## src/hdl/lpkc_pkg.sv

```systemverilog
// ----------------------------------------------------------------------------
// lpkc_pkg: shared types and constants of the link packet kind classifier
// Beat structs, framing classes, register indexes and the magic prefix.
// ----------------------------------------------------------------------------
package lpkc_pkg;

   // Input beat: one payload byte with its port and end-of-packet mark
   typedef struct packed {
      logic [7:0]  data_byte;
      logic [15:0] dest_port;
      logic        last_byte;
   } req_type;

   // Result beat: one per packet
   typedef struct packed {
      logic [5:0] packet_kind;
      logic [7:0] device_number;
      logic       number_valid;
      logic       magic_match;
   } rsp_type;

   // Framing class selected by the destination port
   typedef enum logic [2:0] {
      CLASS_NONE     = 3'd0,
      CLASS_ANNOUNCE = 3'd1,
      CLASS_BEAT     = 3'd2,
      CLASS_STATUS   = 3'd3,
      CLASS_AUDIO    = 3'd4
   } class_type;

   // Configuration register indexes
   localparam logic [7:0] CSR_ANNOUNCE_PORT = 8'd0;
   localparam logic [7:0] CSR_BEAT_PORT     = 8'd1;
   localparam logic [7:0] CSR_STATUS_PORT   = 8'd2;
   localparam logic [7:0] CSR_AUDIO_PORT    = 8'd3;

   // Register reset values
   localparam logic [15:0] ANNOUNCE_PORT_RESET = 16'd50000;
   localparam logic [15:0] BEAT_PORT_RESET     = 16'd50001;
   localparam logic [15:0] STATUS_PORT_RESET   = 16'd50002;
   localparam logic [15:0] AUDIO_PORT_RESET    = 16'd0;

   // Byte offsets within the payload
   localparam int unsigned PREFIX_LEN = 10;
   localparam logic [5:0] KIND_AT         = 6'h0a;
   localparam logic [5:0] NUM_AT_ANNOUNCE = 6'h24;
   localparam logic [5:0] NUM_AT_OTHER    = 6'h21;
   localparam logic [5:0] POS_LIMIT       = 6'd37;
   localparam logic [5:0] PREFIX_END      = 6'(PREFIX_LEN);

   localparam logic [5:0] KIND_UNKNOWN = 6'd0;

   // Magic prefix expected at offsets 0 to 9
   typedef logic [7:0] prefix_array_type [PREFIX_LEN];
   localparam prefix_array_type PREFIX_BYTES = '{
      8'h51, 8'h73, 8'h70, 8'h74, 8'h31, 8'h57, 8'h6d, 8'h4a, 8'h4f, 8'h4c
   };

endpackage

```

## src/hdl/link_packet_kind_classifier_top.sv

```systemverilog
// ----------------------------------------------------------------------------
// link_packet_kind_classifier_top: packet kind classifier for a UDP link
// Checks the magic prefix, captures kind and device number bytes and
// reports one result beat per packet.
// ----------------------------------------------------------------------------
// Usage:
//  - req channel: one payload byte per beat (req_data), with the destination
//    port (used on the first byte of a packet) and a last-byte mark.
//  - rsp channel: one result beat per packet, issued for the last byte.
//  - csr channel: port register writes, always ready (csr_ready high).
//    Index 0 announce, 1 beat, 2 status, 3 audio; other indexes are ignored.
// Timing:
//  - One byte per cycle while req_stall is low; the packet state is updated in the
//    accepting cycle and the result loads into the output register at the
//    edge that accepts the last byte, so rsp_valid rises in the next cycle.
//  - A waiting result does not block non-stop flow: req_stall rises only
//    while the output register holds a beat and rsp_stall is high.
// Reset:
//  - Synchronous reset loads the default port registers, clears the packet
//    state and empties the output register.
// ----------------------------------------------------------------------------
module link_packet_kind_classifier_top (
   input  logic              clock,
   input  logic              reset,
   // input beats
   input  logic              req_valid,
   output logic              req_stall,
   input  lpkc_pkg::req_type req_data,
   // result beats
   output logic              rsp_valid,
   input  logic              rsp_stall,
   output lpkc_pkg::rsp_type rsp_data,
   // configuration writes
   input  logic              csr_valid,
   output logic              csr_ready,
   input  logic [7:0]        csr_index,
   input  logic [15:0]       csr_data
);

   // Port registers
   logic [15:0] announce_port_ff, beat_port_ff, status_port_ff, audio_port_ff;

   // Packet state
   logic [5:0]          pos_ff, pos_in;
   logic                magic_ff, magic_in;
   lpkc_pkg::class_type class_ff, class_in;
   logic [7:0]          kind_val_ff, kind_val_in;
   logic                kind_cap_ff, kind_cap_in;
   logic [7:0]          num_val_ff, num_val_in;
   logic                num_cap_ff, num_cap_in;

   // Output register
   logic                rsp_valid_ff, rsp_valid_in;
   lpkc_pkg::rsp_type   rsp_data_ff, rsp_data_in;

   logic                req_accept;
   lpkc_pkg::class_type port_class;
   logic [5:0]          num_at;
   logic [5:0]          count;
   logic                magic_ok;
   logic [5:0]          decoded_kind;

   assign csr_ready  = 1'b1;
   assign req_stall  = rsp_valid_ff & rsp_stall;
   assign req_accept = req_valid & ~req_stall;
   assign rsp_valid  = rsp_valid_ff;
   assign rsp_data   = rsp_data_ff;

   // Write port registers
   always_ff @(posedge clock) begin
      if (reset) begin
         announce_port_ff <= lpkc_pkg::ANNOUNCE_PORT_RESET;
         beat_port_ff     <= lpkc_pkg::BEAT_PORT_RESET;
         status_port_ff   <= lpkc_pkg::STATUS_PORT_RESET;
         audio_port_ff    <= lpkc_pkg::AUDIO_PORT_RESET;
      end else if (csr_valid && csr_ready) begin
         case (csr_index)
            lpkc_pkg::CSR_ANNOUNCE_PORT: announce_port_ff <= csr_data;
            lpkc_pkg::CSR_BEAT_PORT:     beat_port_ff     <= csr_data;
            lpkc_pkg::CSR_STATUS_PORT:   status_port_ff   <= csr_data;
            lpkc_pkg::CSR_AUDIO_PORT:    audio_port_ff    <= csr_data;
            default: ;
         endcase
      end
   end

   // Match the destination port, announce first
   always_comb begin
      if (req_data.dest_port == announce_port_ff) begin
         port_class = lpkc_pkg::CLASS_ANNOUNCE;
      end else if (req_data.dest_port == beat_port_ff) begin
         port_class = lpkc_pkg::CLASS_BEAT;
      end else if (req_data.dest_port == status_port_ff) begin
         port_class = lpkc_pkg::CLASS_STATUS;
      end else if (req_data.dest_port == audio_port_ff) begin
         port_class = lpkc_pkg::CLASS_AUDIO;
      end else begin
         port_class = lpkc_pkg::CLASS_NONE;
      end
   end

   // Advance packet state for the current byte
   always_comb begin
      class_in    = (pos_ff == 6'd0) ? port_class : class_ff;
      magic_in    = magic_ff;
      kind_val_in = kind_val_ff;
      kind_cap_in = kind_cap_ff;
      num_val_in  = num_val_ff;
      num_cap_in  = num_cap_ff;
      if (pos_ff < lpkc_pkg::PREFIX_END &&
          req_data.data_byte != lpkc_pkg::PREFIX_BYTES[pos_ff[3:0]]) begin
         magic_in = 1'b0;
      end
      if (pos_ff == lpkc_pkg::KIND_AT) begin
         kind_val_in = req_data.data_byte;
         kind_cap_in = 1'b1;
      end
      num_at = (class_in == lpkc_pkg::CLASS_ANNOUNCE) ? lpkc_pkg::NUM_AT_ANNOUNCE
                                                      : lpkc_pkg::NUM_AT_OTHER;
      if (pos_ff == num_at) begin
         num_val_in = req_data.data_byte;
         num_cap_in = 1'b1;
      end
      count    = (pos_ff >= lpkc_pkg::POS_LIMIT) ? lpkc_pkg::POS_LIMIT : pos_ff + 6'd1;
      pos_in   = count;
      magic_ok = magic_in && (count >= lpkc_pkg::PREFIX_END);
   end

   lpkc_kind_decode u_kind_decode (
      .kind_class  (class_in),
      .kind_byte   (kind_val_in),
      .packet_kind (decoded_kind)
   );

   // Build the result beat for the last byte
   always_comb begin
      rsp_data_in.packet_kind   = (magic_ok && kind_cap_in) ? decoded_kind
                                                            : lpkc_pkg::KIND_UNKNOWN;
      rsp_data_in.device_number = num_cap_in ? num_val_in : 8'd0;
      rsp_data_in.number_valid  = num_cap_in;
      rsp_data_in.magic_match   = magic_ok;
      if (req_accept && req_data.last_byte) begin
         rsp_valid_in = 1'b1;
      end else if (!rsp_stall) begin
         rsp_valid_in = 1'b0;
      end else begin
         rsp_valid_in = rsp_valid_ff;
      end
   end

   // Hold packet state; clear it after the last byte
   always_ff @(posedge clock) begin
      if (reset) begin
         pos_ff      <= 6'd0;
         magic_ff    <= 1'b1;
         class_ff    <= lpkc_pkg::CLASS_NONE;
         kind_val_ff <= 8'd0;
         kind_cap_ff <= 1'b0;
         num_val_ff  <= 8'd0;
         num_cap_ff  <= 1'b0;
      end else if (req_accept) begin
         if (req_data.last_byte) begin
            pos_ff      <= 6'd0;
            magic_ff    <= 1'b1;
            class_ff    <= lpkc_pkg::CLASS_NONE;
            kind_val_ff <= 8'd0;
            kind_cap_ff <= 1'b0;
            num_val_ff  <= 8'd0;
            num_cap_ff  <= 1'b0;
         end else begin
            pos_ff      <= pos_in;
            magic_ff    <= magic_in;
            class_ff    <= class_in;
            kind_val_ff <= kind_val_in;
            kind_cap_ff <= kind_cap_in;
            num_val_ff  <= num_val_in;
            num_cap_ff  <= num_cap_in;
         end
      end
   end

   // Output register: load on a last byte, drop when taken
   always_ff @(posedge clock) begin
      if (reset) begin
         rsp_valid_ff <= 1'b0;
      end else begin
         rsp_valid_ff <= rsp_valid_in;
      end
   end

   always_ff @(posedge clock) begin
      if (req_accept && req_data.last_byte) begin
         rsp_data_ff <= rsp_data_in;
      end
   end

endmodule

```

## src/hdl/lpkc_kind_decode.sv

```systemverilog
// ----------------------------------------------------------------------------
// lpkc_kind_decode: kind byte to packet kind number
// Maps the framing class and the captured kind byte to kinds 1 to 33.
// ----------------------------------------------------------------------------
module lpkc_kind_decode (
   input  lpkc_pkg::class_type kind_class,
   input  logic [7:0]          kind_byte,
   output logic [5:0]          packet_kind
);

   // Look up the kind within the class table
   always_comb begin
      packet_kind = lpkc_pkg::KIND_UNKNOWN;
      case (kind_class)
         lpkc_pkg::CLASS_ANNOUNCE: begin
            case (kind_byte)
               8'h00:   packet_kind = 6'd1;
               8'h01:   packet_kind = 6'd2;
               8'h02:   packet_kind = 6'd3;
               8'h03:   packet_kind = 6'd4;
               8'h04:   packet_kind = 6'd5;
               8'h05:   packet_kind = 6'd6;
               8'h06:   packet_kind = 6'd7;
               8'h08:   packet_kind = 6'd8;
               8'h0a:   packet_kind = 6'd9;
               default: packet_kind = lpkc_pkg::KIND_UNKNOWN;
            endcase
         end
         lpkc_pkg::CLASS_BEAT: begin
            case (kind_byte)
               8'h02:   packet_kind = 6'd10;
               8'h03:   packet_kind = 6'd11;
               8'h0b:   packet_kind = 6'd12;
               8'h26:   packet_kind = 6'd13;
               8'h27:   packet_kind = 6'd14;
               8'h28:   packet_kind = 6'd15;
               8'h2a:   packet_kind = 6'd16;
               8'h6a:   packet_kind = 6'd17;
               default: packet_kind = lpkc_pkg::KIND_UNKNOWN;
            endcase
         end
         lpkc_pkg::CLASS_STATUS: begin
            case (kind_byte)
               8'h05:   packet_kind = 6'd18;
               8'h06:   packet_kind = 6'd19;
               8'h0a:   packet_kind = 6'd20;
               8'h10:   packet_kind = 6'd21;
               8'h19:   packet_kind = 6'd22;
               8'h1a:   packet_kind = 6'd23;
               8'h29:   packet_kind = 6'd24;
               8'h34:   packet_kind = 6'd25;
               8'h39:   packet_kind = 6'd26;
               8'h40:   packet_kind = 6'd27;
               8'h55:   packet_kind = 6'd28;
               8'h56:   packet_kind = 6'd29;
               8'h58:   packet_kind = 6'd30;
               default: packet_kind = lpkc_pkg::KIND_UNKNOWN;
            endcase
         end
         lpkc_pkg::CLASS_AUDIO: begin
            case (kind_byte)
               8'h1e:   packet_kind = 6'd31;
               8'h1f:   packet_kind = 6'd32;
               8'h20:   packet_kind = 6'd33;
               default: packet_kind = lpkc_pkg::KIND_UNKNOWN;
            endcase
         end
         default: packet_kind = lpkc_pkg::KIND_UNKNOWN;
      endcase
   end

endmodule

```

## config.mk

```make
export PLATFORM = sky130hd
export DESIGN_NAME = link_packet_kind_classifier_top
export DESIGN_NICKNAME = d
export VERILOG_FILES = /design/src/hdl/lpkc_pkg.sv /design/src/hdl/link_packet_kind_classifier_top.sv /design/src/hdl/lpkc_kind_decode.sv
export SDC_FILE = /design/constraint.sdc
export NUM_CORES = 1
export LEC_CHECK = 0
export BUFFER_PORTS_ARGS = -buffer_cell sky130_fd_sc_hd__buf_4
export CAP_MARGIN = 0
export CORE_MARGIN = 5
export CORE_UTILIZATION = 40
export CTS_CLUSTER_DIAMETER = 200
export DETAILED_ROUTE_END_ITERATION = 10
export PLACE_DENSITY = 0.68
export SETUP_SLACK_MARGIN = 0.05
export SLEW_MARGIN = 30
export SYNTH_ARGS = -nofsm -noshare
export SYNTH_HDL_FRONTEND = slang
export SYNTH_SLANG_ARGS = --single-unit
export TNS_END_PERCENT = 30
```

## constraint.sdc

```tcl
create_clock -name clock -period 3.4 [get_ports clock]
set_input_delay 0.34 -clock clock [delete_from_list [all_inputs] [get_ports clock]]
set_output_delay 0.34 -clock clock [all_outputs]
set_load 0.05 [all_outputs]
```

# ---- Yosys cells after proc, flatten, opt, wreduce, memory -nomap -nowiden
# Memories as Yosys holds them, arrays and structs flattened.
# Index checks and enable logic that the tools add are counted.
dict set report op_classes {
  n_lt_le_gt_ge 4
  n_mux 28
  n_reduce_logical 11
  add_sub_neg 1
  eq_ne 39
  bitwise_logic 4
}
# operator n
set ops {}
lappend ops {{5-bit case mux with 13 select lines} 1}
lappend ops {{16-bit equality test} 4}
lappend ops {{8-bit by 6-bit equality test with 1-bit output, second input constant} 8}
lappend ops {{8-bit 2-to-1 mux} 6}
lappend ops {{8-bit by 5-bit equality test with 1-bit output, second input constant} 5}
lappend ops {{8-bit by 7-bit equality test with 1-bit output, second input constant} 5}
lappend ops {{5-bit case mux with 8 select lines} 1}
lappend ops {{8-bit by 2-bit equality test with 1-bit output, second input constant} 4}
lappend ops {{6-bit case mux with 4 select lines} 1}
lappend ops {{3-bit 2-to-1 mux} 7}
lappend ops {{6-bit 2-to-1 mux} 3}
lappend ops {{6-bit case mux with 3 select lines} 1}
lappend ops {{8-bit by 3-bit equality test with 1-bit output, second input constant} 2}
lappend ops {{8-bit by 4-bit equality test with 1-bit output, second input constant} 2}
lappend ops {{8-bit by 1-bit equality test with 1-bit output, second input constant} 1}
lappend ops {{8-bit logical NOT} 1}
lappend ops {{1-bit 2-to-1 mux} 8}
lappend ops {{8-bit inequality test} 1}
lappend ops {{2-bit AND reduction} 4}
lappend ops {{6-bit by 1-bit adder with 6-bit output, second input constant} 1}
lappend ops {{3-bit by 2-bit equality test with 1-bit output, second input constant} 2}
lappend ops {{6-bit by 4-bit equality test with 1-bit output, second input constant} 1}
lappend ops {{6-bit equality test} 1}
lappend ops {{6-bit by 4-bit greater-or-equal comparator with 1-bit output, second input constant} 1}
lappend ops {{12 further kinds} 16}
dict set report word_totals {
  wordCells 105
  input_bits 54
  output_inout_bits 19
  regBits 109
  n_memories 2
  rom_bits 192
}
# memory depth word_bits read_ports rd_clocked_by_memory_dff write_ports line_no
set mem_list {}
lappend mem_list {{(name not given)} 16 8 1 0 0 link_packet_kind_classifier_top.sv:111} ;# req_data.data_byte != lpkc_pkg::PREFIX_BYTES[pos_ff[3:0]]) begin
lappend mem_list {{(name not given)} 16 4 1 0 0 lpkc_kind_decode.sv:16} ;# case (kind_byte)

# ---- Depth between registers and ports, before layout
# Gate-level depths: netlist of run 1.
dict set report logic_depth {
  depth_word 11
  mapped_depth 17
  mapped_depth_nobuf 14
}

# ---- Modules after synthesis
# From an unflattened synthesis of run 1, not the netlist that was laid out.
dict set report hier_totals {
  cells_unflattened 679
  hier_area_um2 6109.6
}
# mod cells_per_inst area_per_inst_um2 seq_area_each_um2 n_inst
set modules_own_cells {}
lappend modules_own_cells {link_packet_kind_classifier_top 569 5382.7 2342.2 1}
lappend modules_own_cells {lpkc_kind_decode 110 726.9 0.0 1}

# ---- Worst setup path before layout of run 1
# No wires, ideal clock.
dict set report synth_timing {
  kind {reg2reg}
  from {reg pos_ff[0]}
  to {reg rsp_data_ff, in the netlist rsp_data[14], data pin}
  path_stages_with_launch 18
  required_ns 3.138
  arrival_ns 3.357
  period_less_slack_ns 3.620
  setup_slack_ns -0.220
  path_cell_list {dfxtp_1 > clkbuf_1 > inv_1 > ha_1 > clkbuf_1 > nand2_1 > clkbuf_1 > nand2_1 > o21ai_0 > inv_1 > ha_1 > and4_1 > a31oi_1 > a21bo_2 > o211ai_1 > o311a_1 > a41oi_1 > a21oi_1}
}
dict set report synth_between {
  elab_chain_len 9
}
# element line_no
set synth_lines {}
lappend synth_lines {{start, declared} link_packet_kind_classifier_top.sv:44} ;# logic [5:0] pos_ff, pos_in;
lappend synth_lines {{start signal, assigned} link_packet_kind_classifier_top.sv:171} ;# pos_ff <= pos_in;
lappend synth_lines {{4-bit NOT with 5-bit output (implied by the code)} link_packet_kind_classifier_top.sv:111}
lappend synth_lines {{memory read 16 x 8 bit} --}
lappend synth_lines {{8-bit 2-to-1 mux (implied by the code) (2 in a row)} link_packet_kind_classifier_top.sv:111}
lappend synth_lines {{8-bit inequality test} link_packet_kind_classifier_top.sv:111}
lappend synth_lines {{1-bit logical AND} link_packet_kind_classifier_top.sv:110} ;# if (pos_ff < lpkc_pkg::PREFIX_END &&
lappend synth_lines {{1-bit 2-to-1 mux} link_packet_kind_classifier_top.sv:110}
lappend synth_lines {{1-bit logical AND} link_packet_kind_classifier_top.sv:126} ;# magic_ok = magic_in && (count >= lpkc_pkg::PREFIX_END);
lappend synth_lines {{1-bit logical AND} link_packet_kind_classifier_top.sv:137} ;# rsp_data_in.packet_kind = (magic_ok && kind_cap_in) ? decoded_kind
lappend synth_lines {{end signal, assigned} link_packet_kind_classifier_top.sv:193} ;# rsp_data_ff <= rsp_data_in;
lappend synth_lines {{end, declared} link_packet_kind_classifier_top.sv:54} ;# lpkc_pkg::rsp_type rsp_data_ff, rsp_data_in;
# Parallel ways exist; a longest one is shown, timed or not. The select of a mux whose other input is x is not followed.
# A chain may end at the register's enable or synchronous reset.

# ---- Final worst setup path of run 1
dict set report layout_timing {
  from {reg pos_ff[2]}
  to {reg rsp_data_ff, in the netlist rsp_data[11], data pin}
}
# Same word-level chain as after synthesis.

==> results of run 1 <==
-- critical path, cell delays in order (launching register included) --
cell and delay, ns:
dfxtp_1 0.35, or4b_4 0.57, o21ai_0 0.22, o21ai_1 0.16, ha_2 0.24, and4_1 0.15, a31oi_1 0.21, a21bo_2 0.18
o211ai_1 0.12, o311a_1 0.41, o21ai_0 0.10, a41oi_1 0.13
-- power breakdown --
part	leakage, nW	total, mW	internal, mW	switching (mW)
Combinational	1.86	0.286	0.105	0.181
Clock	0.149	1.08	0.526	0.556
Sequential	0.895	1.32	1.32	0.00481
Total	2.90	2.69	1.95	0.741
-- cell families after synthesis --
| group | after synthesis |
|---|---|
| AO/OA/AOI/OAI | 146 |
| other | 1 |
| XOR/XNOR | 68 |
| buffers and inverters | 56 |
| flip-flops | 109 |
| multiplexers | 37 |
| adder cells (fa/ha/maj) | 6 |
| AND/OR/NAND/NOR | 330 |
-- final cells by class --
cell class	instances	area share, %
sequential	109	31.74
clock buffer	9	3.052
inverter	15	0.7630
clock inverter	7	1.051
tap	216	3.662
timing repair buffer	88	8.952
multi-input combinational	588	50.78
-- per-layer routing --
layer  global-route usage [%]  routed length, um  vias to the layer above
li1                         -                  -                     2796
met1                    23.54               7347                     2635
met2                    31.44               8070                      179
met3                    4.012               1033                       31
met4                    6.103                371                        0
met5                        0                  0                        -
-- cells in the mapped netlist, types with 3 or more instances --
cell type / n / area (um^2)
nand2b_1: 6 / 37.54
xor2_1: 34 / 297.8
or4b_1: 8 / 80.08
a32o_1: 3 / 30.03
or3b_2: 3 / 26.28
a41oi_1: 3 / 26.28
a211oi_1: 7 / 52.55
a211o_1: 7 / 61.31
nand2_1: 109 / 409.1
buf_2: 4 / 20.02
a21oi_1: 47 / 235.2
mux2i_1: 33 / 330.3
nand3_1: 27 / 135.1
nor2b_1: 23 / 143.9
xnor2_1: 34 / 297.8
a31oi_1: 8 / 50.05
clkbuf_1: 32 / 120.1
ha_1: 6 / 75.07
buf_4: 3 / 22.52
nand4_1: 18 / 112.6
and2_1: 3 / 18.77
o21a_1: 3 / 22.52
o21ai_2: 3 / 26.28
edfxtp_1: 16 / 480.5
and3_1: 6 / 37.54
nor4_1: 13 / 81.33
nor2_1: 64 / 240.2
nand3b_1: 21 / 157.7
a22oi_1: 12 / 90.09
o211ai_1: 3 / 22.52
o21ai_0: 29 / 145.1
inv_1: 15 / 56.30
or4_1: 3 / 22.52
nor3_1: 9 / 45.04
dfxtp_1: 93 / 1862
-- worst paths after layout --
| path | from | endpoint | slack [ns] | cells after the start |
|---|---|---|---|---|
| worst max-delay path | pos_ff[2]$_SDFFE_PP0P_ | rsp_data[11]$_SDFFCE_PN0P_ | 0.29 | 11 |
| worst min-delay path | csr_data[9] | announce_port_ff[9]$_SDFFE_PP1P_ | 0.20 | 2 |
| worst max register to register | pos_ff[2]$_SDFFE_PP0P_ | rsp_data[11]$_SDFFCE_PN0P_ | 0.29 | 11 |
| worst min register to register | status_port_ff[12]$_SDFFE_PP0P_ | status_port_ff[12]$_SDFFE_PP0P_ | 0.47 | 2 |
-- flip-flops by register name (all words and copies together), names as in the netlist --
name,flops
class_ff,3
pos_ff,6
kind_val_ff,8
beat_port_ff,16
rsp_valid,1
announce_port_ff,16
kind_cap_ff,1
audio_port_ff,16
status_port_ff,16
magic_ff,1
num_val_ff,8
rsp_data,16
num_cap_ff,1
-- placed cells by master (no fill, tap or decap), drive strengths merged, types with 4 or more instances in the layout --
| master | instances |
|---|---|
| a211oi | 9 |
| nand4 | 18 |
| a211o | 7 |
| nand2 | 110 |
| nand3b | 21 |
| nand2b | 6 |
| edfxtp | 16 |
| nor2 | 65 |
| or4b | 9 |
| mux2i | 34 |
| nor4 | 14 |
| xnor2 | 34 |
| nor2b | 23 |
| nand3 | 27 |
| clkinv | 4 |
| ha | 6 |
| clkbuf | 9 |
| xor2 | 34 |
| a21oi | 47 |
| and3 | 6 |
| a31oi | 8 |
| o21ai | 34 |
| buf | 88 |
| a22oi | 12 |
| dfxtp | 93 |
| inv | 18 |
| nor3 | 10 |
-- repair_timing --
item                                    4_1_cts  5_1_grt
buffers inserted                              0        2
endpoints found under the setup margin        0        4
resized for setup                             0        2
-- stage by stage --
step | instances | util, % | hold WS (ns) | setup WS [ns] | instance area, um^2
CTS | 1030 | 46.85 | 0.1929 | 0.1917 | 7362
finish | 1032 | 46.97 | 0.1983 | 0.2903 | 7380
global placement | 1014 | 44.93 | 0.4501 | 0.2387 | 7059
detailed placement | 1014 | 44.93 | 0.4584 | 0.2165 | 7059
global route | 1032 | 46.97 | 0.2003 | 0.1032 | 7380
floorplan | 753 | - | 0.4420 | 0.05774 | 6332
==> metrics.txt, run 1 <==
antenna-violating nets left 0; post-synthesis async set-or-reset flop share 0%; worst skew pair latency around 0.37 ns; Max IR drop VDD 0.2611 mV; gr usage total a little under a fifth; DIE HEIGHT between 100 and 150 um; gr ovfl total 0; Clock Skews 0.01307 ns; TNS Setup 0 ns; CTS tree built; first-pass GRT wire length roughly 27,000 um; area of the multi-input gates approximately 3700 um^2; Unique masters post-synth 71; synthesis-to-finish area growth 16.63%; syn avg cell area 8.403 um^2; Setup CP Type flop to flop; cell area after synthesis 6327 um^2; fin nets 871; startpoint types flop; DRC violations left 0; largest family of logic cells by synthesized area simple AND/OR/NAND/NOR gates; max-cap violations 0; Worst Hold Class primary input to flop; IO buf count 71; CP arrival 3.19 ns; Placement Rows 46; antenna diode count 0; clock transition at the registers of the reported paths 0.08 ns; gpl congestion 0.9246; post-layout min period 3.110 ns; RSZ-0062 raised after global routing false; Fillers 1,544; Adder-Cell Fraction of Synth Area under 10%; drt pass-1 iters 5; Top Ports 73; synthesis-stage register bit count 109; Fmax 321.6 MHz; initial core utilization between 40 and 50%; post-synthesis simple-gate area fraction 27.39%; die footprint 18,430 um^2; Chip Width 135.8 um; Final Max Tran Viols 0; core area 15,710 um^2; largest net degree at the start of global routing 94; initial DRC count 433; YS warnings 0; vias in the first global route 5,395; layout cells sized above 1 between 10% and 20%; post-synthesis mux area share 6.170%; Critical Path RT approximately 3.5 ns; H-tree depth 3; Final Total Pwr roughly 2.7 mW; Post-Synthesis Net Count between 800 and 900; Post-DP HPWL 11,900 um; Pwr Density 364.4 nW/um^2; Tcrit/Tclk final 91.46%; CP Capture Type flop; Storage cell area about 2300 um^2; Leak Pwr 2.899 nW; clock sink total 109; final setup fails 0; register area share after synthesis 37.02%; Final Hold Vio Count 0; Synth Area in Compound Gates roughly 15%; initial antenna violation count 0; DR vias/cell 5.466; Least-Margin Pin Slew 0.9464 ns; slew margin rel. between 30 and 40%; CTS Hold Bufs 0; status complete, no violations; main flop type after synthesis dfxtp_1; worst-path fanout max 6; cts bufs inserted 9; Post-Synth XOR/XNOR Area roughly a tenth; vias 5,641; post-synthesis cell count 753; CTS Buffer Depth 2; Post-synth EDFFs 16; routed len/inst 16.30 um; CTS root buf clkbuf_16; final wirelength 16,820 um
(Power assumes the default switching activity.)
==> run 2: changes to the inputs <==
CTS_BUF_LIST = sky130_fd_sc_hd__clkbuf_8   (was default)
==> run 2 against run 1 <==
Compared with the run above:
- routed wire length is 0.37% lower
- hold slack worse by 0.025 ns
- critical path depth stayed put
- core utilization is 0.65 points lower
- non-clock buffer count stayed put
- register-to-register slack hardly changed
- first-iteration DRC count is 9.7% lower
- power is 10% lower
- cell count stayed put
- critical endpoint is now rsp_data[14]$_SDFFCE_PN0P_
==> metrics.txt, run 2 (synthesis gave the netlist of run 1 again) <==
status complete, no violations; TNS Setup 0 ns; Top Ports 73; DIE HEIGHT 135.8 um; core area 15,710 um^2; worst-path fanout max 6; antenna diode count 0; fin nets 871; Reg2Reg Capture Point rsp_data[14]$_SDFFCE_PN0P_; vias in the first global route 5,353; flop-to-flop setup slack 0.30 ns; H-tree depth 3; CP Capture Type flop; Clock Skews 0.01461 ns; routed len/inst 16.24 um; Critical Path Start pos_ff[2]$_SDFFE_PP0P_; drt pass-1 iters 5; Chip Width approximately 140 um; worst skew pair latency 0.39 ns; CP arrival 3.24 ns; Placement Rows 46; IO buf count 71; gr usage total between 10% and 20%; gr ovfl total 0; most frequent cells in the layout nand2_1, dfxtp_1, buf_4; Leak Pwr around 2.9 nW; startpoint types flop; antenna-violating nets left 0; vias between 5,000 and 6,000; CTS Buffer Depth 2; Worst path max stage delay 0.57 ns; gpl congestion approximately 0.9; worst setup slack after layout 0.2996 ns; DR vias/cell 5.475; Fmax 322.5 MHz; worst r2r src pos_ff[2]$_SDFFE_PP0P_; initial antenna violation count 0; clock sink total 109; Setup CP Type flop to flop; Pwr Density 331.5 nW/um^2; Post-Place Setup Slack roughly 0.22 ns; DRC violations left 0; final wirelength 16,760 um; CTS Hold Bufs 0; first-pass GRT wire length approximately 27,000 um; final setup fails 0; post-layout min period 3.100 ns; Post-DP HPWL 11,900 um; clock transition at the registers of the reported paths 0.12 ns; synthesis-to-finish area growth 15.03%; initial core utilization approximately two fifths; critical path's slowest cell or4b_4; RSZ-0062 raised after global routing false; Max IR drop VDD 0.2511 mV; worst reg-to-reg path cell count 11; cts bufs inserted 9; max-cap violations 0; commonest non-fill, non-tap cell in the layout nand2_1; largest net degree at the start of global routing 94; die footprint 18,430 um^2; CTS tree built; Final Hold Vio Count 0; Critical Path RT 3.54 ns; Cell Chain, Critical Path or4b_4 -> o21ai_0 -> o21ai_1 -> ha_2 -> and4_1 -> a31oi_1 -> a21bo_2 -> o211ai_1 -> o311a_1 -> a41oi_1 -> a21oi_1; CTS root buf clkbuf_8; layout cells sized above 1 15.81%; Tcrit/Tclk final 91.19%; Worst setup endpoint rsp_data[14]$_SDFFCE_PN0P_; Final Max Tran Viols 0; slew margin rel. 35.39%; Least-Margin Pin Slew 0.9692 ns; initial DRC count 391; Worst Hold Class primary input to flop
[run 2: where the power goes]
part / leakage [nW] / switching [mW] / total (mW) / internal, mW
clock network: 0.103 / 0.510 / 0.804 / 0.295
registers: 0.895 / 0.00479 / 1.32 / 1.32
logic: 1.86 / 0.181 / 0.286 / 0.105
[run 2: critical path: cells and delay by family (launching register included)]
family / cells / cell delay (ns)
fa+ha+maj: 1 / 0.24
simple gates: 2 / 0.72
compound gates: 8 / 1.54
flops: 1 / 0.36
[run 2: worst min-delay path by stage]
| stage | from | cells past startpoint | end |
|---|---|---|---|
| 2_1_floorplan | class_ff[1]$_SDFFE_PP0P_ | 2 | class_ff[1]$_SDFFE_PP0P_ |
| 5_1_grt | csr_data[4] | 2 | announce_port_ff[4]$_SDFFE_PP1P_ |
| 6_report | csr_data[9] | 2 | announce_port_ff[9]$_SDFFE_PP1P_ |
| 3_3_place_gp | magic_ff$_SDFFE_PP1P_ | 1 | magic_ff$_SDFFE_PP1P_ |
| 3_5_place_dp | beat_port_ff[1]$_SDFFE_PP0P_ | 2 | beat_port_ff[1]$_SDFFE_PP0P_ |
| 4_1_cts | csr_data[9] | 2 | announce_port_ff[9]$_SDFFE_PP1P_ |
[run 2: layout make-up]
class | instances | area, um^2
tap | 216 | 270.3
fill | 1561 | 8434
inverter | 15 | 56.30
timing repair buffer | 88 | 660.6
clock buffer | 9 | 123.9
clock inverter | 7 | 77.57
multi-input combinational | 588 | 3747
sequential | 109 | 2342
[run 2: repair_timing]
item	CTS	global route
buffers inserted	0	2
gates resized for setup	0	2
endpoints found under the setup margin	0	4
[run 2: through the flow]
step / instance area (um^2) / power, mW / instances / hold slack [ns] / util [%]
after floorplan: 6332 / 1.508 / 753 / 0.4420 / -
after global placement: 7059 / 1.637 / 1014 / 0.4501 / 44.93
after detailed placement: 7059 / 1.637 / 1014 / 0.4584 / 44.93
after CTS: 7261 / 2.433 / 1030 / 0.1582 / 46.21
after global routing: 7278 / 2.517 / 1032 / 0.1609 / 46.32
final: 7278 / 2.413 / 1032 / 0.1730 / 46.32
[run 2: metal layers]
metal  track usage, %  up-vias  routed length (um)
met3            3.938       34                1101
met2            30.97      213                7948
li1                 -     2788                   -
met4            5.319        0                 381
met5                0        -                   0
met1            23.55     2615                7328
==> run 3: changes to the inputs <==
PLACE_DENSITY = 0.58   (was 0.68)
==> run 3 against run 2 <==
Compared with the run above:
- global-route usage is 1.5 points higher
- highest routed layer unchanged
- cell area is 0.26% lower
- critical path depth stayed put
- maximum frequency is 1.4% higher
- non-clock buffer count is 1 lower
- largest power group unchanged
==> metrics.txt, run 3 (synthesis gave the netlist of run 1 again) <==
status complete, no violations; most frequent cells in the layout nand2_1, dfxtp_1, buf_4; vias in the first global route 5,813; Worst Hold Class primary input to flop; clock transition at the registers of the reported paths 0.13 ns; max-cap violations 0; final wirelength 17,890 um; Final Max Tran Viols 0; startpoint types flop; met3 GRT Util 3.306%; cts bufs inserted 9; initial core utilization a little over 40%; met1 Use GR between 20% and 30%; worst skew pair latency 0.39 ns; CTS root buf clkbuf_8; clock sink total 109; first-pass GRT wire length 29,370 um; initial DRC count 336; Reg2Reg Capture Point rsp_data[14]$_SDFFCE_PN0P_; Pwr Density ~330 nW/um^2; gr busiest metal met2; gr usage total slightly below 20%; Final Total Pwr 2.392 mW; initial antenna violation count 0; Least-Margin Pin Slew ~0.95 ns; count of non-filler cells in the finished layout slightly above 1,000; gr ovfl total 0; core area 15,710 um^2; met2 usage 34.68%; Top Ports 73; synthesis-to-finish area growth 14.73%; final setup fails 0; CTS tree built; Chip Width 135.8 um; Placed Cells 1,014; vias 5,722; Fillers 1,575; layout cells sized above 1 15.83%; CTS Hold Bufs 0; drt pass-1 iters 5; post-layout min period 3.059 ns; worst reg-to-reg path cell count 11; worst-path fanout max 6; TNS Setup 0 ns; IO buf count 71; Placement Rows 46; RSZ-0062 raised after global routing false; fin nets 870; Worst Hold Path Cells 2; utilization after layout 46.20%; Leak Pwr 2.843 nW; DRC violations left 0; Max IR drop VDD 0.1722 mV; Final Hold Vio Count 0; die footprint 18,430 um^2; Fmax 326.9 MHz; worst r2r src pos_ff[2]$_SDFFE_PP0P_; DR vias/cell 5.550; commonest non-fill, non-tap cell in the layout nand2_1; Tcrit/Tclk final about nine tenths; CTS Buffer Depth 2; CP Capture Type flop; Critical Path RT 3.54 ns; largest net degree at the start of global routing 94; CP arrival 3.20 ns; Post-DP HPWL 12,990 um; Setup CP Type flop to flop; Worst Hold End announce_port_ff[4]$_SDFFE_PP1P_; H-tree depth 3; hold wc startpoint csr_data[4]; slew margin rel. 36.78%; Clock Skews 0.02169 ns; antenna diode count 0; DIE HEIGHT around 140 um; routed len/inst about 17 um; flop-to-flop setup slack approximately 0.34 ns; antenna-violating nets left 0; gpl congestion between 0.8 and 0.9
run 3: cell types whose count changed in the layout (fill, tap and decap cells not counted), sizes merged:
cell    before  now
clkinv       4    1
inv         18   21
buf         88   87
run 3: worst max-delay path: stages (launching register included):
cell and delay [ns]:
dfxtp_1 0.37, or4b_4 0.53, o21ai_1 0.17, o21ai_1 0.14
ha_1 0.29, and4_1 0.18, a31oi_1 0.18, a21bo_2 0.18
o211ai_1 0.12, o311a_1 0.40, a41oi_1 0.18, a21oi_1 0.09
run 3: stage by stage:
| step | cell area, um^2 | hold slack, ns | setup WS [ns] |
|---|---|---|---|
| floorplan | 6332 | 0.4420 | 0.05774 |
| global placement | 7059 | 0.4504 | 0.2680 |
| detailed placement | 7059 | 0.4608 | 0.1513 |
| CTS | 7246 | 0.1543 | 0.1177 |
| global route | 7259 | 0.1579 | 0.1354 |
| finish | 7259 | 0.1691 | 0.3411 |
run 3: layer usage:
metal,up-vias,part of all wire (%)
met5,-,0
met4,0,2.1
met3,27,4.6
met2,159,49
met1,2752,44
li1,2784,-
run 3: how the worst max path moves through the flow:
stage / start / cells after the start / endpoint / slack, ns
finish: pos_ff[2]$_SDFFE_PP0P_ / 11 / rsp_data[14]$_SDFFCE_PN0P_ / 0.34
CTS: pos_ff[3]$_SDFFE_PP0P_ / 11 / rsp_data[11]$_SDFFCE_PN0P_ / 0.12
floorplan: pos_ff[0]$_SDFFE_PP0P_ / 17 / rsp_data[14]$_SDFFCE_PN0P_ / 0.06
global placement: pos_ff[2]$_SDFFE_PP0P_ / 11 / rsp_data[14]$_SDFFCE_PN0P_ / 0.27
detailed placement: pos_ff[3]$_SDFFE_PP0P_ / 11 / rsp_data[11]$_SDFFCE_PN0P_ / 0.15
global route: pos_ff[2]$_SDFFE_PP0P_ / 11 / rsp_data[11]$_SDFFCE_PN0P_ / 0.14
run 3: final cells by class:
class,count,area [um^2],area share [%]
clock inverter,7,62.56,0.8618
inverter,15,56.30,0.7756
tap,216,270.3,3.723
clock buffer,9,123.9,1.706
sequential,109,2342,32.26
multi-input combinational,588,3751,51.67
timing repair buffer,87,653.1,8.997
run 3: power by group:
part / internal [mW] / leakage, nW / switching [mW]
Clock: 0.287 / 0.100 / 0.495
Combinational: 0.105 / 1.85 / 0.183
Sequential: 1.32 / 0.895 / 0.00441
run 3: timing repair:
item,CTS,global route
buffers inserted,0,1
resized for setup,0,4
setup endpoints to repair,0,4
